### config.mk
export PLATFORM = sky130hd
export DESIGN_NAME = tat_front
export DESIGN_NICKNAME = d
export VERILOG_FILES = /design/src/rtl/core/tat_pkg.sv /design/src/rtl/core/tat_front.sv
export SDC_FILE = /design/constraint.sdc
export NUM_CORES = 2
export LEC_CHECK = 0
export CAP_MARGIN = 10
export CORE_ASPECT_RATIO = 1.75
export CORE_UTILIZATION = 35
export DETAILED_ROUTE_END_ITERATION = 10
export DONT_BUFFER_PORTS = 1
export GPL_ROUTABILITY_DRIVEN = 0
export PLACE_DENSITY = 0.55
export REMOVE_ABC_BUFFERS = 1
export SLEW_MARGIN = 40
export SYNTH_ARGS = -nofsm -noshare
export SYNTH_HDL_FRONTEND = slang
export SYNTH_SLANG_ARGS = --single-unit
### constraint.sdc
create_clock -name clk -period 22.2 [get_ports clk]
set_input_delay 2.22 -clock clk [delete_from_list [all_inputs] [get_ports clk]]
set_output_delay 2.22 -clock clk [all_outputs]
set_load 0.02 [all_outputs]
### src/rtl/core/tat_pkg.sv
// ----------------------------------------------------------------------------
// tat_pkg
// Shared types, register codes and the arctangent table of the tilt angle
// tracker.
// ----------------------------------------------------------------------------
package tat_pkg;

  // fixed field widths of the channels, queue depth and table length
  localparam int SAMPLE_W       = 16;
  localparam int ANGLE_W        = 16;
  localparam int THRESH_W       = 15;
  localparam int GAIN_W         = 9;
  localparam int CFG_INDEX_W    = 3;
  localparam int CFG_DATA_W     = 16;
  localparam int QUEUE_DEPTH    = 4;
  localparam int ATAN_TABLE_LEN = 24;

  // item kinds carried in the func field
  localparam logic FUNC_SAMPLE  = 1'b0;
  localparam logic FUNC_REDRAWN = 1'b1;

  // configuration register indexes
  typedef enum logic [CFG_INDEX_W-1:0] {
    REG_FLAT_THRESHOLD = 3'd0,
    REG_TILT_THRESHOLD = 3'd1,
    REG_SMOOTHING_GAIN = 3'd2,
    REG_NEGATE_ANGLE   = 3'd3,
    REG_ANGLE_OFFSET   = 3'd4,
    REG_REDRAW_STEP    = 3'd5
  } cfg_reg_t;

  typedef struct packed {
    logic                       func;
    logic signed [SAMPLE_W-1:0] accel_x;
    logic signed [SAMPLE_W-1:0] accel_y;
    logic signed [SAMPLE_W-1:0] accel_z;
  } in_item_t;

  typedef struct packed {
    logic signed [ANGLE_W-1:0] tilt_angle;
    logic                      angle_valid;
    logic                      redraw_needed;
  } out_item_t;

  // configuration as seen by the datapath; the tilt threshold is kept squared
  typedef struct packed {
    logic [THRESH_W-1:0]          flat_threshold;
    logic [2*THRESH_W-1:0]        tilt_sq;
    logic [GAIN_W-1:0]            smoothing_gain;
    logic                         negate_angle;
    logic signed [ANGLE_W-1:0]    angle_offset;
    logic [THRESH_W-1:0]          redraw_step;
  } cfg_t;

  // classified item handed from the front to the back
  typedef struct packed {
    logic               func;
    logic               use_sample;
    logic [ANGLE_W-1:0] target;
  } q_item_t;

  // atan(2^-i) in units of 2^-32 turn
  localparam logic [31:0] ATAN_TURN32 [ATAN_TABLE_LEN] = '{
    32'd536870912, 32'd316933406, 32'd167458907, 32'd85004756,
    32'd42667331,  32'd21354465,  32'd10679838,  32'd5340245,
    32'd2670163,   32'd1335087,   32'd667544,    32'd333772,
    32'd166886,    32'd83443,     32'd41722,     32'd20861,
    32'd10430,     32'd5215,      32'd2608,      32'd1304,
    32'd652,       32'd326,       32'd163,       32'd81
  };

  // table entry rounded half up to angle_bits bits per turn
  function automatic logic [31:0] atan_step(int idx, int angle_bits);
    logic [32:0] sum;
    sum = {1'b0, ATAN_TURN32[idx]} + (33'd1 << (31 - angle_bits));
    return 32'(sum >> (32 - angle_bits));
  endfunction

endpackage

### src/rtl/core/tat_front.sv
// ----------------------------------------------------------------------------
// tat_front
// Accepts input items, qualifies samples and runs a pipelined vectoring
// CORDIC for atan2, one iteration per stage, then forms the target angle.
// ----------------------------------------------------------------------------
module tat_front import tat_pkg::*; #(
  parameter int CORDIC_ITERATIONS = 16,
  parameter int ANGLE_BITS        = 16,
  parameter int SAMPLE_BITS       = 16
) (
  input  logic     clk,
  input  logic     rst,
  input  logic     in_valid,
  output logic     in_ready,
  input  in_item_t in_data,
  input  cfg_t     cfg,
  output logic     fin_valid,
  output q_item_t  fin_item,
  input  logic     fin_ready
);

  localparam int STAGES = (CORDIC_ITERATIONS < ATAN_TABLE_LEN) ?
                          CORDIC_ITERATIONS : ATAN_TABLE_LEN;
  localparam int DW     = SAMPLE_BITS + 3;
  localparam int SQ_W   = 2 * SAMPLE_BITS;
  localparam int SUM_W  = (SQ_W + 1 > 2 * THRESH_W) ? SQ_W + 1 : 2 * THRESH_W;
  localparam int ZCMP_W = (SAMPLE_BITS > THRESH_W) ? SAMPLE_BITS : THRESH_W;

  logic                          adv;
  logic signed [SAMPLE_BITS-1:0] ax, ay, az;
  logic signed [DW-1:0]          x_in, y_in;
  logic [ANGLE_BITS-1:0]         z_in;
  logic [SAMPLE_BITS-1:0]        absz;
  logic                          flat_ok;
  logic signed [SQ_W-1:0]        sqx_in, sqy_in;
  logic [SQ_W-1:0]               sqx, sqy;

  logic                  st_valid [STAGES+1];
  logic                  st_func  [STAGES+1];
  logic                  st_use   [STAGES+1];
  logic signed [DW-1:0]  st_x     [STAGES+1];
  logic signed [DW-1:0]  st_y     [STAGES+1];
  logic [ANGLE_BITS-1:0] st_z     [STAGES+1];

  logic [ANGLE_W-1:0] th, th_sel, target_c;

  // the whole front moves together unless its last stage is blocked
  assign adv      = !fin_valid || fin_ready;
  assign in_ready = adv;

  // sign extension, or truncation, of the samples to the sample width
  if (SAMPLE_BITS <= SAMPLE_W) begin : g_narrow
    assign ax = in_data.accel_x[SAMPLE_BITS-1:0];
    assign ay = in_data.accel_y[SAMPLE_BITS-1:0];
    assign az = in_data.accel_z[SAMPLE_BITS-1:0];
  end else begin : g_wide
    assign ax = SAMPLE_BITS'(in_data.accel_x);
    assign ay = SAMPLE_BITS'(in_data.accel_y);
    assign az = SAMPLE_BITS'(in_data.accel_z);
  end

  // left half plane is rotated by a half turn; flat test and squares
  always_comb begin
    if (ax[SAMPLE_BITS-1]) begin
      x_in = -DW'(ax);
      y_in = -DW'(ay);
      z_in = {1'b1, {(ANGLE_BITS-1){1'b0}}};
    end else begin
      x_in = DW'(ax);
      y_in = DW'(ay);
      z_in = '0;
    end
    absz    = az[SAMPLE_BITS-1] ? SAMPLE_BITS'(-az) : SAMPLE_BITS'(az);
    flat_ok = ZCMP_W'(absz) < ZCMP_W'(cfg.flat_threshold);
    sqx_in  = ax * ax;
    sqy_in  = ay * ay;
  end

  // input stage
  always_ff @(posedge clk) begin
    if (rst) begin
      st_valid[0] <= 1'b0;
    end else if (adv) begin
      st_valid[0] <= in_valid;
    end
  end

  always_ff @(posedge clk) begin
    if (adv) begin
      st_func[0] <= in_data.func;
      st_use[0]  <= flat_ok;
      st_x[0]    <= x_in;
      st_y[0]    <= y_in;
      st_z[0]    <= z_in;
      sqx        <= SQ_W'(sqx_in);
      sqy        <= SQ_W'(sqy_in);
    end
  end

  // one cordic iteration per stage
  for (genvar k = 0; k < STAGES; k++) begin : g_iter
    localparam logic [ANGLE_BITS-1:0] STEP = ANGLE_BITS'(atan_step(k, ANGLE_BITS));

    logic signed [DW-1:0]  xs, ys, x_nx, y_nx;
    logic [ANGLE_BITS-1:0] z_nx;
    logic                  use_nx;

    always_comb begin
      xs = st_x[k] >>> k;
      ys = st_y[k] >>> k;
      if (!st_y[k][DW-1]) begin
        x_nx = st_x[k] + ys;
        y_nx = st_y[k] - xs;
        z_nx = st_z[k] + STEP;
      end else begin
        x_nx = st_x[k] - ys;
        y_nx = st_y[k] + xs;
        z_nx = st_z[k] - STEP;
      end
    end

    // in-plane magnitude test rides along the first iteration
    if (k == 0) begin : g_mag
      assign use_nx = st_use[k] &&
                      (SUM_W'(sqx) + SUM_W'(sqy) > SUM_W'(cfg.tilt_sq));
    end else begin : g_pass
      assign use_nx = st_use[k];
    end

    always_ff @(posedge clk) begin
      if (rst) begin
        st_valid[k+1] <= 1'b0;
      end else if (adv) begin
        st_valid[k+1] <= st_valid[k];
      end
    end

    always_ff @(posedge clk) begin
      if (adv) begin
        st_func[k+1] <= st_func[k];
        st_use[k+1]  <= use_nx;
        st_x[k+1]    <= x_nx;
        st_y[k+1]    <= y_nx;
        st_z[k+1]    <= z_nx;
      end
    end
  end

  // accumulated angle to 16 bits
  if (ANGLE_BITS > ANGLE_W) begin : g_round
    logic [ANGLE_BITS:0] zr;
    assign zr = {1'b0, st_z[STAGES]} +
                ((ANGLE_BITS+1)'(1) << (ANGLE_BITS - ANGLE_W - 1));
    assign th = zr[ANGLE_BITS-1 -: ANGLE_W];
  end else if (ANGLE_BITS == ANGLE_W) begin : g_same
    assign th = st_z[STAGES];
  end else begin : g_widen
    assign th = {st_z[STAGES], {(ANGLE_W-ANGLE_BITS){1'b0}}};
  end

  // sign choice and mounting offset
  always_comb begin
    th_sel   = cfg.negate_angle ? (ANGLE_W'(0) - th) : th;
    target_c = th_sel + ANGLE_W'(cfg.angle_offset);
  end

  // target stage feeding the queue
  always_ff @(posedge clk) begin
    if (rst) begin
      fin_valid <= 1'b0;
    end else if (adv) begin
      fin_valid <= st_valid[STAGES];
    end
  end

  always_ff @(posedge clk) begin
    if (adv) begin
      fin_item.func       <= st_func[STAGES];
      fin_item.use_sample <= st_use[STAGES];
      fin_item.target     <= target_c;
    end
  end

endmodule

; ---- Word-level counts from Yosys, hierarchy flattened
; Memories as Yosys holds them, arrays and structs flattened. A register that Yosys moved wholly into a read port is not among the register bits.
; Cells that the tools add are included.
[classes]
n_eq_ne = 0
reduce_logical = 3
mul = 2
magnitude_cmp = 2
mux = 75
n_div = 0
shift = 0
bitwise = 17
add_sub_neg = 99
[op_table]
columns = operator, n
row1 = 19-bit two-way mux, 34
row2 = 16-bit two-way mux, 18
row3 = 16-bit by 16-bit multiplier with 32-bit output, 2
row4 = 19-bit by 10-bit adder with 19-bit output, 2
row5 = 19-bit by 11-bit adder with 19-bit output, 2
row6 = 19-bit by 12-bit adder with 19-bit output, 2
row7 = 19-bit by 13-bit adder with 19-bit output, 2
row8 = 19-bit by 14-bit adder with 19-bit output, 2
row9 = 19-bit by 15-bit adder with 19-bit output, 2
row10 = 19-bit by 16-bit adder with 19-bit output, 2
row11 = 19-bit by 17-bit adder with 19-bit output, 2
row12 = 19-bit by 18-bit adder with 19-bit output, 2
row13 = 19-bit by 4-bit adder with 19-bit output, 2
row14 = 19-bit by 5-bit adder with 19-bit output, 2
row15 = 19-bit by 6-bit adder with 19-bit output, 2
row16 = 19-bit by 7-bit adder with 19-bit output, 2
row17 = 19-bit by 8-bit adder with 19-bit output, 2
row18 = 19-bit by 9-bit adder with 19-bit output, 2
row19 = 16-bit negator with 19-bit output, 2
row20 = 19-bit by 10-bit subtractor with 19-bit output, 2
row21 = 19-bit by 11-bit subtractor with 19-bit output, 2
row22 = 19-bit by 12-bit subtractor with 19-bit output, 2
row23 = 19-bit by 13-bit subtractor with 19-bit output, 2
row24 = 19-bit by 14-bit subtractor with 19-bit output, 2
row25 = other kinds (51), 102
[totals]
romBits = 0
memories = 6
latch_bits = 0
ff_bits = 80
ramBits = 969
[mem_list]
columns = memory, words, width, rd, rd_clocked_by_memory_dff, write_ports, line
row1 = st_x, 17, 19, 16, 0, 17, tat_front.sv:41  ; logic signed [DW-1:0] st_x [STAGES+1];
row2 = st_y, 17, 19, 16, 0, 17, tat_front.sv:42  ; logic signed [DW-1:0] st_y [STAGES+1];
row3 = st_z, 17, 16, 17, 0, 17, tat_front.sv:43  ; logic [ANGLE_BITS-1:0] st_z [STAGES+1];
row4 = st_func, 17, 1, 17, 1, 17, tat_front.sv:39  ; logic st_func [STAGES+1];
row5 = st_use, 17, 1, 17, 1, 17, tat_front.sv:40  ; logic st_use [STAGES+1];
row6 = st_valid, 17, 1, 17, 1, 17, tat_front.sv:38  ; logic st_valid [STAGES+1];

; ---- Logic depth before layout (Yosys ltp)
[logic_depth]
word_depth = 6
depth_mapped = 26
mapped_depth_nobuf = 24

; ---- Worst setup path before layout
; Ideal clock, no wire load.
[synth_path]
kind = in2out
start = input port fin_ready
end = output port in_ready
arrival_ns = 18.735
path_buffers = 0
required_ns = 19.980
path_stages = 2
slack_ns = 1.245
cell_sequence = nor2b_1 > inv_1
[synth_via]
elab_chain_len = 1
[synth_rtl]
columns = element, line
row1 = "start, declared", tat_front.sv:19  ; input logic fin_ready
row2 = 1-bit logical OR, tat_front.sv:48  ; assign adv = !fin_valid || fin_ready;
row3 = "end, declared", tat_front.sv:14  ; output logic in_ready,
; Every way passes these cells.

; ---- Worst setup path in the final report
[layout_path]
start = input port in_data[17] in the netlist's numbering
end = register sqy[31] (data pin)
[layout_via]
elab_chain_len = 1
[layout_rtl]
columns = element, line
row1 = "start, declared", tat_front.sv:15  ; input in_item_t in_data,
row2 = 16-bit by 16-bit multiplier with 32-bit output, tat_front.sv:76  ; sqy_in = ay * ay;
row3 = via sqy_in[31], tat_front.sv:35  ; logic signed [SQ_W-1:0] sqx_in, sqy_in;
row4 = "end signal, assigned", tat_front.sv:96  ; sqy <= SQ_W'(sqy_in);
row5 = "end, declared", tat_front.sv:36  ; logic [SQ_W-1:0] sqx, sqy;
; The timed path passes the listed nets, and every way through them passes these cells.
; A chain may end at the register's enable or synchronous reset.

==> results.yml <==
logic_synthesis:
  async_flop_share: 0
  syn_area_um2: 84200
  ys_ff_latch: 864
  synth_common_cells: "inv_1, ha_1, edfxtp_1, nor2_1, xnor2_1"
  yosys_warnings: 0
  ys_types: 84
  syn-instance-count: 8627
  ys_seq_area_frac: 0.308
  synth_top_area_frac: 0.308
  synth_area_leaders: "edfxtp_1, ha_1, fa_1"
  synth_top_area_cell: "edfxtp_1"
  synth-main-ff-cell: "edfxtp_1"
  yosysMostFrequentCell: "inv_1"
  syn_area_per_cell_um2: 9.76
  synth_edf_count: 863
clock_network:
  cts_max_level: 3
  cts_tree: "done"
  cts_inserted_buffers: 99
  cts-root-buf: "clkbuf_16"
  cts.sinks: 864
  clock_path_buffers: 3
  cts_hold_buf: 0
  clock_latency_ns: 0.74
  post_cts_buffers: 0
  cts.repair.resized: 0
  clkTransAtPathRegs_ns: 0.07
die:
  core_area_um2: 239000
  row_count: 237
  die-height_um: 651
  pin_count: 159
  start_util: 0.353
  die_area_um2: 243000
  die_x_um: 373
setup_path:
  crit_path_start: "in_data[17]"
  arrival_ns: 9.33
  r2r-start: "sqx[2]"
  cp_max_fo: 18
  crit_path_end_kind: "flip-flop"
  critPathLaunchType: "primary input"
  critPathRequiredTime_ns: 22.60
  crit_type: "in2reg"
detailed_routing:
  drc_errors: 0
  postRouteAntennaNets: 0
  first_pass_iters: 5
  wl_per_cell_um: 18.0
  via_count: 61153
  viasPerCell: 5.17
  routed_wl_um: 212000
  drtIter0Drc: 2065
sta:
  finalCriticalPeriod_ns: 8.93
  slew_headroom: 0.329
  period_share: 0.402
  final_hold_viol_count: 0
  fin_skew_ns: 0.0513
  fmax_mhz: 112
  drv_slew: 0
  setup_viol: 0
  finalSetupTns_ns: 0
  tightest_slew_ns: 0.999
  rsz0062_at_grt: "no"
place:
  portBuffers: 0
  place_hpwl_um: 174000
layout:
  nNetsFinal: 10272
  area_growth_syn_to_layout_pct: 8.63
  drive_gt1_frac: 0.0411
grt:
  grt_pass1_vias: 65796
  antenna_found_initial: 3
  grt_overflow: 0
  grt_first_pass_wirelength_um: 335000
  grt_max_degree: 82
  grt.total_usage: 0.174
run_status:
  outcome: "complete, no violations"
flow_run:
  cap_violations: 0
min_path:
  hold_class: "reg2reg"
  hold_path_startpoint: "st_z[0][145]"
-- routing by layer --
layer | track usage | part of all wire | up-vias
met2 | 0.372 | 0.59 | 1087
met3 | 0.0213 | 0.027 | 658
li1 | - | - | 30041
met5 | 0 | 0 | -
met1 | 0.131 | 0.29 | 29367
met4 | 0.143 | 0.092 | 0
-- state kept, by name, indices dropped and copies added, names as in the netlist --
register / cells
st_func: 17
st_valid: 17
sqy: 31
st_use: 17
sqx: 31
fin_item: 18
st_y: 266
st_z: 215
st_x: 251
fin_valid: 1
-- cell families (layout without fill, tap and decap cells) --
family / Yosys count / in the layout / share of synthesized area
fa+ha+maj: 1500 / 1500 / 0.268
flops: 864 / 864 / 0.308
mux: 39 / 39 / 0.00488
other cells: 1 / 4 / 0.0000445
compound gates: 1603 / 1603 / 0.126
buf+inv: 1215 / 1304 / 0.0542
simple gates: 2430 / 2430 / 0.137
xor+xnor: 975 / 975 / 0.101
-- area by class of cell --
cell class / count / area (µm²)
antenna: 1 / 2.50
clock buffer: 122 / 2670
clock inverter: 64 / 754
fill: 23468 / 147000
inverter: 1076 / 4050
multi-input combinational: 6550 / 53800
sequential: 864 / 25900
tap: 3107 / 3890
timing repair buffer: 42 / 370
-- per-stage QoR --
step	hold slack, ns	instances	setup WS (ns)	cell area (µm²)	util
final	0.415	11826	13.27	91400	0.383
after global routing	0.422	11826	13.08	91400	0.383
after CTS	0.411	11823	13.45	91400	0.383
after detailed placement	0.405	11637	12.69	87900	0.368
after global placement	0.402	11636	12.69	87900	0.368
after floorplan	0.400	8490	1.24	83700	-
-- critical path, stage by stage --
cell      delay, ns
clkinv_1       0.34
nor2_1         0.42
fa_1           0.63
fa_1           0.92
fa_1           0.53
fa_1           0.51
fa_1           0.50
inv_1          0.05
fa_1           0.61
inv_1          0.08
ha_1           0.34
nand2_1        0.07
a31oi_1        0.57
o211ai_1       0.23
a31oi_1        0.28
a21o_1         0.17
a21oi_1        0.07
xnor2_1        0.78
-- worst paths after layout --
| check | endpoint | cells after the start | slack [ns] |
|---|---|---|---|
| setup / recovery | sqy[31] | 18 | 13.27 |
| hold reg to reg | st_z[0][161] | 0 | 0.41 |
| setup reg to reg | st_use[1] | 18 | 17.07 |
| hold / removal | st_z[0][161] | 0 | 0.41 |
-- layout by cell type (no fill, tap or decap), drive strengths merged, types with 110 or more instances in the layout --
cell type  synthesis  layout
a21oi            516     516
nand2            460     460
inv             1064    1071
nor2             808     808
xor2             271     271
nand3            210     210
ha               993     993
nor3             279     279
o21ai            326     326
fa               507     507
clkbuf           118     122
edfxtp           863     863
xnor2            704     704
and2             110     110
Power is left out: the tool's default activity adds up to more than one toggle a clock period on the data nets, which glitch-free logic cannot reach.
