## src/rtl/core/tat_pkg.sv

```systemverilog
// ----------------------------------------------------------------------------
// tat_pkg
// Shared types, register codes and the arctangent table of the tilt angle
// tracker.
// ----------------------------------------------------------------------------
package tat_pkg;

  // fixed field widths of the channels, queue depth and table length
  localparam int SAMPLE_W       = 16;
  localparam int ANGLE_W        = 16;
  localparam int THRESH_W       = 15;
  localparam int GAIN_W         = 9;
  localparam int CFG_INDEX_W    = 3;
  localparam int CFG_DATA_W     = 16;
  localparam int QUEUE_DEPTH    = 4;
  localparam int ATAN_TABLE_LEN = 24;

  // item kinds carried in the func field
  localparam logic FUNC_SAMPLE  = 1'b0;
  localparam logic FUNC_REDRAWN = 1'b1;

  // configuration register indexes
  typedef enum logic [CFG_INDEX_W-1:0] {
    REG_FLAT_THRESHOLD = 3'd0,
    REG_TILT_THRESHOLD = 3'd1,
    REG_SMOOTHING_GAIN = 3'd2,
    REG_NEGATE_ANGLE   = 3'd3,
    REG_ANGLE_OFFSET   = 3'd4,
    REG_REDRAW_STEP    = 3'd5
  } cfg_reg_t;

  typedef struct packed {
    logic                       func;
    logic signed [SAMPLE_W-1:0] accel_x;
    logic signed [SAMPLE_W-1:0] accel_y;
    logic signed [SAMPLE_W-1:0] accel_z;
  } in_item_t;

  typedef struct packed {
    logic signed [ANGLE_W-1:0] tilt_angle;
    logic                      angle_valid;
    logic                      redraw_needed;
  } out_item_t;

  // configuration as seen by the datapath; the tilt threshold is kept squared
  typedef struct packed {
    logic [THRESH_W-1:0]          flat_threshold;
    logic [2*THRESH_W-1:0]        tilt_sq;
    logic [GAIN_W-1:0]            smoothing_gain;
    logic                         negate_angle;
    logic signed [ANGLE_W-1:0]    angle_offset;
    logic [THRESH_W-1:0]          redraw_step;
  } cfg_t;

  // classified item handed from the front to the back
  typedef struct packed {
    logic               func;
    logic               use_sample;
    logic [ANGLE_W-1:0] target;
  } q_item_t;

  // atan(2^-i) in units of 2^-32 turn
  localparam logic [31:0] ATAN_TURN32 [ATAN_TABLE_LEN] = '{
    32'd536870912, 32'd316933406, 32'd167458907, 32'd85004756,
    32'd42667331,  32'd21354465,  32'd10679838,  32'd5340245,
    32'd2670163,   32'd1335087,   32'd667544,    32'd333772,
    32'd166886,    32'd83443,     32'd41722,     32'd20861,
    32'd10430,     32'd5215,      32'd2608,      32'd1304,
    32'd652,       32'd326,       32'd163,       32'd81
  };

  // table entry rounded half up to angle_bits bits per turn
  function automatic logic [31:0] atan_step(int idx, int angle_bits);
    logic [32:0] sum;
    sum = {1'b0, ATAN_TURN32[idx]} + (33'd1 << (31 - angle_bits));
    return 32'(sum >> (32 - angle_bits));
  endfunction

endpackage

```

## src/rtl/core/tat_queue.sv

```systemverilog
// ----------------------------------------------------------------------------
// tat_queue
// Short first-in first-out queue between the front and the back.
// ----------------------------------------------------------------------------
module tat_queue import tat_pkg::*; (
  input  logic    clk,
  input  logic    rst,
  input  logic    push_valid,
  output logic    push_ready,
  input  q_item_t push_item,
  output logic    pop_valid,
  input  logic    pop_ready,
  output q_item_t pop_item
);

  localparam int PTR_W = $clog2(QUEUE_DEPTH);

  q_item_t            slots [QUEUE_DEPTH];
  logic [PTR_W-1:0]   wr_ptr, rd_ptr;
  logic [PTR_W:0]     count;
  logic               do_push, do_pop;

  assign push_ready = count != (PTR_W+1)'(QUEUE_DEPTH);
  assign pop_valid  = count != '0;
  assign pop_item   = slots[rd_ptr];
  assign do_push    = push_valid && push_ready;
  assign do_pop     = pop_valid && pop_ready;

  // pointers and fill level
  always_ff @(posedge clk) begin
    if (rst) begin
      wr_ptr <= '0;
      rd_ptr <= '0;
      count  <= '0;
    end else begin
      if (do_push) wr_ptr <= wr_ptr + PTR_W'(1);
      if (do_pop)  rd_ptr <= rd_ptr + PTR_W'(1);
      count <= count + (PTR_W+1)'(do_push) - (PTR_W+1)'(do_pop);
    end
  end

  // slot storage
  always_ff @(posedge clk) begin
    if (do_push) slots[wr_ptr] <= push_item;
  end

endmodule

```

## config.mk

```make
export PLATFORM = sky130hd
export DESIGN_NAME = tat_queue
export DESIGN_NICKNAME = d
export VERILOG_FILES = /design/src/rtl/core/tat_pkg.sv /design/src/rtl/core/tat_queue.sv
export SDC_FILE = /design/constraint.sdc
export NUM_CORES = 1
export LEC_CHECK = 0
export BUFFER_PORTS_ARGS = -buffer_cell sky130_fd_sc_hd__buf_2
export CORE_MARGIN = 1.5
export CORE_UTILIZATION = 60
export CTS_BUF_LIST = sky130_fd_sc_hd__clkbuf_16
export CTS_CLUSTER_DIAMETER = 150
export DETAILED_ROUTE_END_ITERATION = 10
export GPL_TIMING_DRIVEN = 0
export PLACE_DENSITY_LB_ADDON = 0.1
export SLEW_MARGIN = 20
export SYNTH_ARGS = -nofsm -noshare
export SYNTH_HDL_FRONTEND = slang
export SYNTH_SLANG_ARGS = --single-unit
```

## constraint.sdc

```tcl
create_clock -name clk -period 3.8 [get_ports clk]
set_clock_uncertainty 0.15 [all_clocks]
set_input_delay 0.19 -clock clk [delete_from_list [all_inputs] [get_ports clk]]
set_output_delay 0.19 -clock clk [all_outputs]
set_load 0.1 [all_outputs]
```

# Word-level counts from Yosys, hierarchy flattened

Memory sizes are Yosys's and may differ from the RTL's. A register that Yosys moved wholly into a read port is not among the register bits.
Cells that the tools add are included.

Bits in registers: 7
Memory bits (writable): 72
Output and inout bits: 20
Logic and storage cells: 16
Memories: 1

Add/sub/neg operators: 4
Equal/unequal tests: 1
Mux-type cells: 4
Reduce and logical (&&, ||, !) cells: 3

Memories:

| memory | words | width | rd ports | clocked after memory_dff | write ports | RTL line        | text |
|---|---|---|---|---|---|---|---|
| slots  | 4     | 18    | 1        | 1                        | 1           | tat_queue.sv:18 | `q_item_t slots [QUEUE_DEPTH];` |

Operator list:

| kind                                                          | number |
|---|---|
| 2-bit by 1-bit adder with 2-bit output, second input constant | 2 |
| 2-bit two-way mux                                             | 2 |
| 3-bit by 1-bit adder with 3-bit output                        | 1 |
| 3-bit != test, second input constant                          | 1 |
| 3-bit nonzero test                                            | 1 |
| 3-bit by 1-bit subtractor with 3-bit output                   | 1 |
| 1-bit logical AND                                             | 2 |
| 1-bit two-way mux                                             | 2 |

# Longest topological paths before layout

Gate-level depths: netlist of the first run.

Depth in word-level cells: 4
Mapped depth: 11

# Least setup slack after synthesis of the first run

OpenSTA, ideal clock, no wires.

Path kind: flip-flop to flip-flop
Start: reg count[1]
End: reg count[2]
Library setup time: 78 ps
Arrival: 2,054 ps
Data required time: 3,572 ps
Path slack: 1,518 ps
Stages on the path, launching flop included: 12
Path buffers: 0
Clock period less this slack: 2,282 ps
Cell sequence: dfxtp_1 -> nor2_1 -> a21boi_2 -> inv_1 -> ha_1 -> inv_1 -> ha_1 -> inv_1 -> fa_1 -> xor2_1 -> and2_1 -> nor3_1

Cells in the longest elaborated chain, start to end: 4
Elaborated cells on any way between the ends: 6

Ends and longest elaborated chain:

| what                                          | RTL line        | text |
|---|---|---|
| from (decl)                                   | tat_queue.sv:20 | `logic [PTR_W:0] count;` |
| from (signal assigned)                        | tat_queue.sv:38 | `count <= count + (PTR_W+1)'(do_push) - (PTR_W+1)'(do_pop);` |
| 3-bit != test                                 | tat_queue.sv:23 | `assign push_ready = count != (PTR_W+1)'(QUEUE_DEPTH);` |
| 1-bit logical AND                             | tat_queue.sv:26 | `assign do_push = push_valid && push_ready;` |
| 3-bit by 1-bit adder with 3-bit output        | tat_queue.sv:38 |  |
| 3-bit by 1-bit subtractor with 3-bit output * | tat_queue.sv:38 |  |

Mark *: on every way between the ends. The rest lies on a longest branch, timed or not.
A chain may end at the register's enable or synchronous reset.

# Final worst setup path of the first run

Ends and elaborated chain as after synthesis.

==> results of run 1 <==
==> cell families (layout without fill, tap and decap cells) <==
group,count (synthesis),count (layout)
buffers and inverters,10,83
XOR/XNOR,3,3
AO/OA/AOI/OAI,3,3
AND/OR/NAND/NOR,19,19
flip-flops,81,81
adder cells (fa/ha/maj),7,7
multiplexers,20,20
==> layout make-up <==
| type | instances | area share |
|---|---|---|
| multi-input cells | 52 | 0.1810 |
| inverters | 5 | 0.004840 |
| clock inverters | 6 | 0.01968 |
| well taps | 70 | 0.02259 |
| flip-flops and latches | 81 | 0.6041 |
| repair buffers | 58 | 0.09810 |
| plain buffers | 5 | 0.01162 |
| clock buffers | 9 | 0.05808 |
==> sequential cells by signal, indices dropped and copies added (netlist names), named ones only <==
| signal | cells |
|---|---|
| slots | 72 |
| rd_ptr | 2 |
| wr_ptr | 2 |
| count | 3 |
==> routing by layer <==
metal,GRT usage,vias up
met5,0,-
met4,0.09697,0
met3,0.05489,8
met2,0.2911,36
met1,0.2495,745
li1,-,718
==> path summary, 6_finish.rpt <==
path                             to  slack [ns]  depth (start not counted)
max             count[2]$_SDFF_PP0_        1.28                         11
min          rd_ptr[0]$_SDFFE_PP0P_        0.09                          2
max reg2reg     count[2]$_SDFF_PP0_        1.28                         11
min reg2reg  wr_ptr[1]$_SDFFE_PP0P_        0.37                          2
==> stage by stage <==
step	hold WS [ns]	instance area (µm²)	std cells	setup slack, ns	util
2_1_floorplan	0.1389	3108	143	1.518	-
3_3_place_gp	0.2482	3396	253	1.436	0.6734
3_5_place_dp	0.2597	3396	253	1.290	0.6734
4_1_cts	0.07131	3877	286	1.251	0.7690
5_1_grt	0.1096	3877	286	1.066	0.7690
6_report	0.09364	3877	286	1.278	0.7690
==> repair_timing <==
| item | in CTS | in global routing |
|---|---|---|
| gates resized for setup | 0 | 0 |
| endpoints found under the hold margin | 72 | 0 |
| hold buffers | 18 | 0 |
==> critical path: stages (launching register included) <==
cell,delay (ns)
dfxtp_1,0.45
nor2_1,0.11
a21boi_2,0.29
inv_1,0.08
ha_1,0.29
inv_1,0.06
ha_1,0.13
inv_1,0.05
fa_1,0.37
xor2_1,0.16
and2_1,0.17
nor3_1,0.12
==> synth_stat cells <==
cell / n / area (µm²)
or3_1: 1 / 6.260
xnor2_1: 1 / 8.760
nand2b_1: 2 / 12.51
nor2b_1: 1 / 6.260
mux2i_1: 1 / 10.01
a21boi_2: 1 / 11.26
nand2_1: 1 / 3.750
nor3_1: 1 / 5.000
clkbuf_1: 1 / 3.750
xor2_1: 2 / 17.52
mux4_2: 10 / 225.2
fa_1: 1 / 20.02
edfxtp_1: 72 / 2162
nor2_1: 8 / 30.03
buf_2: 2 / 10.01
and2_1: 5 / 31.28
o311ai_0: 1 / 8.760
buf_6: 1 / 11.26
buf_12: 1 / 20.02
ha_1: 6 / 75.07
inv_1: 5 / 18.77
dfxtp_1: 9 / 180.2
mux2_2: 1 / 11.26
mux4_1: 8 / 210.2
o31a_1: 1 / 8.760
==> cells in the final DEF, fill, tap and decap left out <==
| cell | Yosys | routed |
|---|---|---|
| clkinv_1 | 0 | 1 |
| nor2b_1 | 1 | 1 |
| edfxtp_1 | 72 | 72 |
| a21boi_2 | 1 | 1 |
| nand2_1 | 1 | 1 |
| xnor2_1 | 1 | 1 |
| and2_1 | 5 | 5 |
| inv_1 | 5 | 7 |
| dlygate4sd3_1 | 0 | 18 |
| mux4_2 | 10 | 10 |
| o311ai_0 | 1 | 1 |
| nor3_1 | 1 | 1 |
| clkbuf_16 | 0 | 9 |
| buf_12 | 1 | 1 |
| bufinv_16 | 0 | 2 |
| or3_1 | 1 | 1 |
| ha_1 | 6 | 6 |
| mux2_2 | 1 | 1 |
| fa_1 | 1 | 1 |
| mux4_1 | 8 | 8 |
| nand2b_1 | 2 | 2 |
| clkinv_2 | 0 | 1 |
| nor2_1 | 8 | 8 |
| xor2_1 | 2 | 2 |
| buf_6 | 1 | 1 |
| o31a_1 | 1 | 1 |
| mux2i_1 | 1 | 1 |
| buf_2 | 2 | 42 |
| dfxtp_1 | 9 | 9 |
| clkbuf_1 | 1 | 1 |
==> out/summary.txt, run 1 <==
crit path launch = count[1]$_SDFF_PP0_
hold wc startpoint = rst
Hold Vio Cnt, Final = 0
DR DRC count = 0
syn_nets = 172
wl on met1 = 2.049 mm
Multi-input gate area = 701.9 µm²
# Post-CTS Setup Buffers = 0
worst flop-to-flop path startpoint = count[1]$_SDFF_PP0_
DR top layer = met4
IO Count = 42
Synth Area in Compound Gates = 0.009259
max-cap violations = 0
Worst Setup Start Kind = flop
Synth Instances = 143
Crit. End Element = flop
Nets = 241
sequential area share after synthesis = 0.7536
# clock sinks = 81
Slew @ Worst Pin = 0.9414 ns
largest net degree at the start of global routing = 19
Clock Tree Buf Depth = 2
Fillers = 284
DP HPWL = 2.813 mm
global route overflow = 0
Hold Crit Class = input pin to flop
clk slew on worst S/H paths = 0.05 ns
Period minus WS final = 2.522 ns
TNS Setup = 0 ns
Rel. slew slack = 0.3724
warnings from Yosys = 0
mux cell area share after synthesis = 0.1469
area grow syn2layout = 24.76%
Routed WL = 4.680 mm
core area = 0.005042 mm²
final-report setup violation count = 0
antenna violations before repair = 0
RSZ-0062 raised after global routing = false
Worst Path Required = 3.90 ns
vias in the first global route = 1435
fraction of layout cells with a size suffix above 1 = 0.3148
first-pass GRT wire length = 7.210 mm
library cells used by synthesis = 25
crit-path max FO = 7
status = finished, final reports clean
simple-gate share of the synthesized area = 0.03060
Setup Crit Path Kind = flop to flop
post-synthesis xor/xnor area fraction = 0.008454
Fmax = 396.5 MHz
mean post-synth cell area = 21.73 µm²
Final Slew Violations = 0
gpl congestion = 0.7419
Initial DRC Count = 110
Synth Register Bits = 81
via/cell ratio = 5.269
IO buf count = 40
main combinational cell family by area after synthesis = multiplexers
die height = 74.97 µm
metal3 WL = 196 µm
period utilisation layout = 0.6637
WL/cell = 16.36 µm
Detail Route met2 WL = 2.343 mm
register area = 0.002342 mm²
die area = 0.005621 mm²
Die W = 74.97 µm
Starting Density = 0.6164
clock insertion delay at the later pin of the skew report = 0.33 ns
CTS tree = yes
Synth Cell Area = 0.003108 mm²
Tot GR Track Use = 0.1893
CTS root buf = clkbuf_16
Arr. time, crit path = 2.62 ns
htree depth = 3
via count = 1507
post-route ant nets = 0
Num CTS Buffers = 9
FP Rows = 26
ANT cells = 0
Adder-Cell Fraction of Synth Area = 0.03060
Pre-Repair DR Iteration Count = 4
Power of run 1 is not shown: default switching activity piles up to over one toggle a cycle in this logic, so the estimate is an artifact.
==> run 2: changes to the inputs <==
--- a/config.mk
+++ b/config.mk
@@ -5,9 +5,10 @@
 export SDC_FILE = /design/constraint.sdc
 export NUM_CORES = 1
 export LEC_CHECK = 0
+export ABC_AREA = 1
 export BUFFER_PORTS_ARGS = -buffer_cell sky130_fd_sc_hd__buf_2
 export CORE_MARGIN = 1.5
-export CORE_UTILIZATION = 60
+export CORE_UTILIZATION = 56
 export CTS_BUF_LIST = sky130_fd_sc_hd__clkbuf_16
 export CTS_CLUSTER_DIAMETER = 150
 export DETAILED_ROUTE_END_ITERATION = 10
==> constraint.sdc (replaced) <==
create_clock -name clk -period 2.6 [get_ports clk]
set_clock_uncertainty 0.15 [all_clocks]
set_input_delay 0.13 -clock clk [delete_from_list [all_inputs] [get_ports clk]]
set_output_delay 0.13 -clock clk [all_outputs]
set_load 0.1 [all_outputs]
==> run 2 against run 1 <==
Critical path depth decreased by 1; critical endpoint unchanged; hold slack better by 0.26 ns; non-clock buffer count up 13; synthesized cell count is 67% higher; register-to-register slack got worse by 0.90 ns; sequential share of layout area down 2.2 points; setup slack got worse by 0.90 ns; final area is 3.8% higher; via count grew 36%; sequential cell count is the same.
==> out/summary.txt, run 2 <==
Main synth FF type = edfxtp_1
Routed WL = 6.054 mm
Starting Density = 0.5805
Final Slew Violations = 0
Period minus WS final = 2.227 ns
first-pass GRT wire length = 9.432 mm
Die W = 78.56 µm
most frequent cells in the layout = edfxtp_1 (72), nor2_1 (44), buf_2 (41), o21ai_0 (22), dlygate4sd3_1 (21)
Setup Crit Path Kind = flop to flop
period utilisation layout = 0.8565
TNS Setup = 0 ns
largest registers = slots: 72 flops, count: 3 flops
Synth Cell Area = 0.003197 mm²
Post-synth top cells = edfxtp_1 (72), nor2_1 (48), o21ai_0 (22)
IO Count = 42
status = finished, final reports clean
die area = 0.006171 mm²
vias in the first global route = 1909
hold wc startpoint = rd_ptr[0]$_SDFFE_PP0P_
async set-reset flop share out of synthesis = 0
post-route ant nets = 0
Pleak = 1.512 nW
clock insertion delay at the later pin of the skew report = 0.33 ns
dpl ws = 0.3705 ns
Multi-input gate area = 694.4 µm²
Fillers = 378
# clock sinks = 81
mean post-synth cell area = 13.38 µm²
crit path launch = count[1]$_SDFF_PP0_
Crit. End Element = flop
via count = 2046
Synth Instances = 239
final-report setup violation count = 0
WL/cell = 15.40 µm
Synth area leaders = edfxtp_1 (68%), dfxtp_1 (5.6%), nor2_1 (5.6%), o22ai_1 (3.5%), o21ai_0 (3.4%)
Final Util = 0.7307
library cells used by synthesis = 19
commonest non-fill, non-tap cell in the layout = edfxtp_1
largest net degree at the start of global routing = 14
crit-path max FO = 6
CTS tree = yes
die height = 78.56 µm
EDFF count, synth = 72
Synth Register Bits = 81
core area = 0.005507 mm²
area grow syn2layout = 25.87%
# Post-CTS Setup Buffers = 0
Worst Path Required = 2.67 ns
DP HPWL = 3.783 mm
Slew @ Worst Pin = 0.6859 ns
Arr. time, crit path = 2.30 ns
Clock Tree Buf Depth = 2
IO buf count = 41
Synth top area share = 0.6763
Num CTS Buffers = 9
RSZ-0062 raised after global routing = false
gpl congestion = 0.6768
Hold Vio Cnt, Final = 0
top-count cell post-synth = edfxtp_1
register area = 0.002342 mm²
FP Rows = 27
worst flop-to-flop path startpoint = count[1]$_SDFF_PP0_
antenna violations before repair = 0
htree depth = 3
global route overflow = 0
Worst Setup Start Kind = flop
Initial DRC Count = 102
clk slew on worst S/H paths = 0.05 ns
syn_nets = 268
warnings from Yosys = 0
Post-CTS Resized = 0
Hold Crit Class = flop to flop
max-cap violations = 0
Max rail drop VDD = 0.0008591 V
Final WS setup = 0.3730 ns
sequential area share after synthesis = 0.7327
max reg flops = 72
DR DRC count = 0
ANT cells = 0
Pre-Repair DR Iteration Count = 4
area leader, netlist = edfxtp_1
Nets = 345
Most flops, register = slots
Pwr Density = 1187 mW/mm²
via/cell ratio = 5.206
fraction of layout cells with a size suffix above 1 = 0.2368
Fmax = 449.0 MHz
Tot GR Track Use = 0.2134
Rel. slew slack = 0.5422
CTS root buf = clkbuf_16
[run 2: kinds of logic after synthesis]
logic type      share of synthesized area
compound gates                     0.1041
fa+ha+maj                         0.02975
buf+inv                           0.05323
flops                              0.7327
simple gates                      0.08023
[run 2: per-layer routing]
| metal | part of all wire | global-route usage | vias to the layer above |
|---|---|---|---|
| met4 | 0.019 | 0.1018 | 0 |
| met2 | 0.50 | 0.3586 | 55 |
| met3 | 0.043 | 0.03605 | 10 |
| li1 | - | - | 1015 |
| met5 | 0 | 0 | - |
| met1 | 0.44 | 0.2699 | 966 |
[run 2: area by class of cell]
type | instances | area share
timing repair buffer | 66 | 0.1154
multi-input combinational | 132 | 0.1726
buffer | 10 | 0.02519
clock buffer | 9 | 0.05597
clock inverter | 7 | 0.009328
inverter | 16 | 0.01710
tap | 72 | 0.02239
sequential | 81 | 0.5821
[run 2: repair_timing]
item                       4_1_cts  5_1_grt
hold buffers                    21        0
hold endpoints to repair        78        0
setup endpoints to repair        0        0
[run 2: metrics by stage]
step / power (W) / instances / cell area [µm²] / hold slack [ns]
3_3_place_gp: 0.003643 / 352 / 3492 / 0.1734
6_report: 0.004776 / 393 / 4024 / 0.3567
3_5_place_dp: 0.003683 / 356 / 3551 / 0.1748
4_1_cts: 0.004796 / 393 / 4024 / 0.3566
2_1_floorplan: 0.003317 / 239 / 3197 / 0.04669
5_1_grt: 0.004970 / 393 / 4024 / 0.3846
[run 2: worst paths after layout]
check | endpoint | slack (ns) | cells past startpoint
max | count[2]$_SDFF_PP0_ | 0.37 | 10
min | rd_ptr[0]$_SDFFE_PP0P_ | 0.36 | 2
max reg2reg | count[2]$_SDFF_PP0_ | 0.37 | 10
min reg2reg | rd_ptr[0]$_SDFFE_PP0P_ | 0.36 | 2
[run 2: critical path: stages (launching register included)]
cell and delay, ns:
dfxtp_1 0.45, nor2_4 0.08, nand2_2 0.11, nand2_1 0.17
ha_1 0.33, inv_1 0.06, ha_1 0.13, inv_1 0.04
fa_1 0.37, o21ai_0 0.17, nor2_1 0.06
[run 2: report_power, final]
group / switching (W) / internal, W
Sequential: 0.0000620 / 0.00159
Combinational: 0.00162 / 0.000403
Clock: 0.000469 / 0.000632
Total: 0.00215 / 0.00263
Power figures use the tool's default switching activity.
==> run 3: changes to the inputs <==
==> constraint.sdc (replaced) <==
create_clock -name clk -period 2.2 [get_ports clk]
set_clock_uncertainty 0.15 [all_clocks]
set_input_delay 0.11 -clock clk [delete_from_list [all_inputs] [get_ports clk]]
set_output_delay 0.11 -clock clk [all_outputs]
set_load 0.1 [all_outputs]
==> run 3 against run 2 <==
Sequential share of layout area down 1.9 points; first-iteration DRC count up 2.9%; total power up 27%; critical path depth down 2; hold slack worse by 0.014 ns; largest power group unchanged; maximum frequency up 9.4%; wire length up 9.0%; sequential power up 19%; via count up 2.3%.
==> out/summary.txt, run 3 (same netlist as run 2, synthesis figures left out) <==
fraction of layout cells with a size suffix above 1 = 0.3070
crit-path max FO = 4
die height = 78.56 µm
area grow syn2layout = 30.25%
global route overflow = 0
Placed Instances = 352
post-route ant nets = 0
Pre-Repair DR Iteration Count = 4
clk slew on worst S/H paths = 0.06 ns
design area = 0.004164 mm²
Arr. time, crit path = 2.11 ns
R2R setup slack = 0.17 ns
TNS Setup = 0 ns
Die W = 78.56 µm
Starting Density = 0.5805
Period minus WS final = 2.035 ns
IO Count = 42
Initial DRC Count = 105
DP HPWL = 3.736 mm
largest registers = slots: 72 flops, count: 3 flops
RSZ-0062 raised after global routing = false
# clock sinks = 81
Num CTS Buffers = 9
Pwr Density = 1458 mW/mm²
Final WS setup = 0.1651 ns
status = finished, final reports clean
ANT cells = 0
via count = 2094
FP Rows = 27
Tot GR Track Use = 0.2315
Routed WL = 6.599 mm
Hold Crit Class = input pin to flop
commonest non-fill, non-tap cell in the layout = edfxtp_1
antenna violations before repair = 0
clock insertion delay at the later pin of the skew report = 0.33 ns
Max rail drop VDD = 0.001011 V
DR DRC count = 0
Worst Setup Start Kind = flop
core area = 0.005507 mm²
Setup Crit Path Kind = flop to flop
CTS tree = yes
Slew @ Worst Pin = 1.114 ns
final hold slack = 0.3428 ns
Crit. End Element = flop
dpl ws = 0.02190 ns
Placed Area = 0.003631 mm²
Nets = 341
htree depth = 3
Clock Tree Buf Depth = 2
Rel. slew slack = 0.2568
Pleak = 1.557 nW
Final Slew Violations = 0
via/cell ratio = 5.397
Most flops, register = slots
Fmax = 491.4 MHz
CTS root buf = clkbuf_16
max-cap violations = 0
Hold Vio Cnt, Final = 0
WL/cell = 17.01 µm
largest net degree at the start of global routing = 19
gpl congestion = 0.7726
vias in the first global route = 2059
Post-Layout Cell Count = 388
final-report setup violation count = 0
first-pass GRT wire length = 10.12 mm
Worst Path Required = 2.27 ns
most frequent cells in the layout = edfxtp_1 (72), nor2_1 (44), buf_2 (41), o21ai_0 (21), dlygate4sd3_1 (21)
max reg flops = 72
IO buf count = 41
die area = 0.006171 mm²
period utilisation layout = 0.9250
==> run 3: cell types whose count changed in the layout (fill, tap and decap cells not counted), sizes merged <==
cell	delta
clkinv	-2
buf	-4
bufinv	+2
clkinvlp	-1
==> run 3: layout make-up <==
type                       instances  area [µm²]
sequential                        81        2345
fill                             358        1343
multi-input combinational        132       834.6
timing repair buffer              62       415.4
clock buffer                       9       225.2
buffer                            10       101.3
tap                               72       90.09
clock inverter                     6       83.83
inverter                          16       68.82
==> run 3: metrics by stage <==
stage | utilization | total power, W
final | 0.7562 | 0.006070
after detailed placement | 0.6594 | 0.004494
after floorplan | - | 0.004064
after global routing | 0.7562 | 0.006288
after CTS | 0.7539 | 0.006055
after global placement | 0.6594 | 0.004438
==> run 3: per-layer routing <==
layer  share of wire  GRT usage
met2            0.52     0.4121
met3           0.055    0.05465
met1            0.41     0.2681
met5               0          0
met4           0.011    0.09286
==> run 3: final timing paths <==
path	startpoint	to	cells past startpoint
max reg2reg	count[1]$_SDFF_PP0_	count[1]$_SDFF_PP0_	8
max	count[1]$_SDFF_PP0_	count[1]$_SDFF_PP0_	8
min reg2reg	rd_ptr[0]$_SDFFE_PP0P_	flop	2
min	rst	count[1]$_SDFF_PP0_	3
==> run 3: where the power goes <==
| part | switching, W | internal, W | total (W) |
|---|---|---|---|
| Combinational | 0.00201 | 0.000538 | 0.00255 |
| Sequential | 0.0000851 | 0.00189 | 0.00197 |
| Clock | 0.000564 | 0.000980 | 0.00154 |
| Total | 0.00266 | 0.00341 | 0.00607 |
==> run 3: critical path, cell delays in order, from the launching register on <==
cell      delay [ns]
dfxtp_2         0.36
nor2_4          0.20
a21boi_0        0.15
ha_1            0.30
inv_1           0.06
ha_1            0.12
inv_1           0.05
fa_2            0.51
nor2_1          0.04
==> run 3: timing repair <==
action,4_1_cts,5_1_grt
hold endpoints to repair,81,0
hold buffers,21,0
setup endpoints to repair,1,42
setup buffers,0,0
pin swaps,1,1
gates resized for setup,1,5
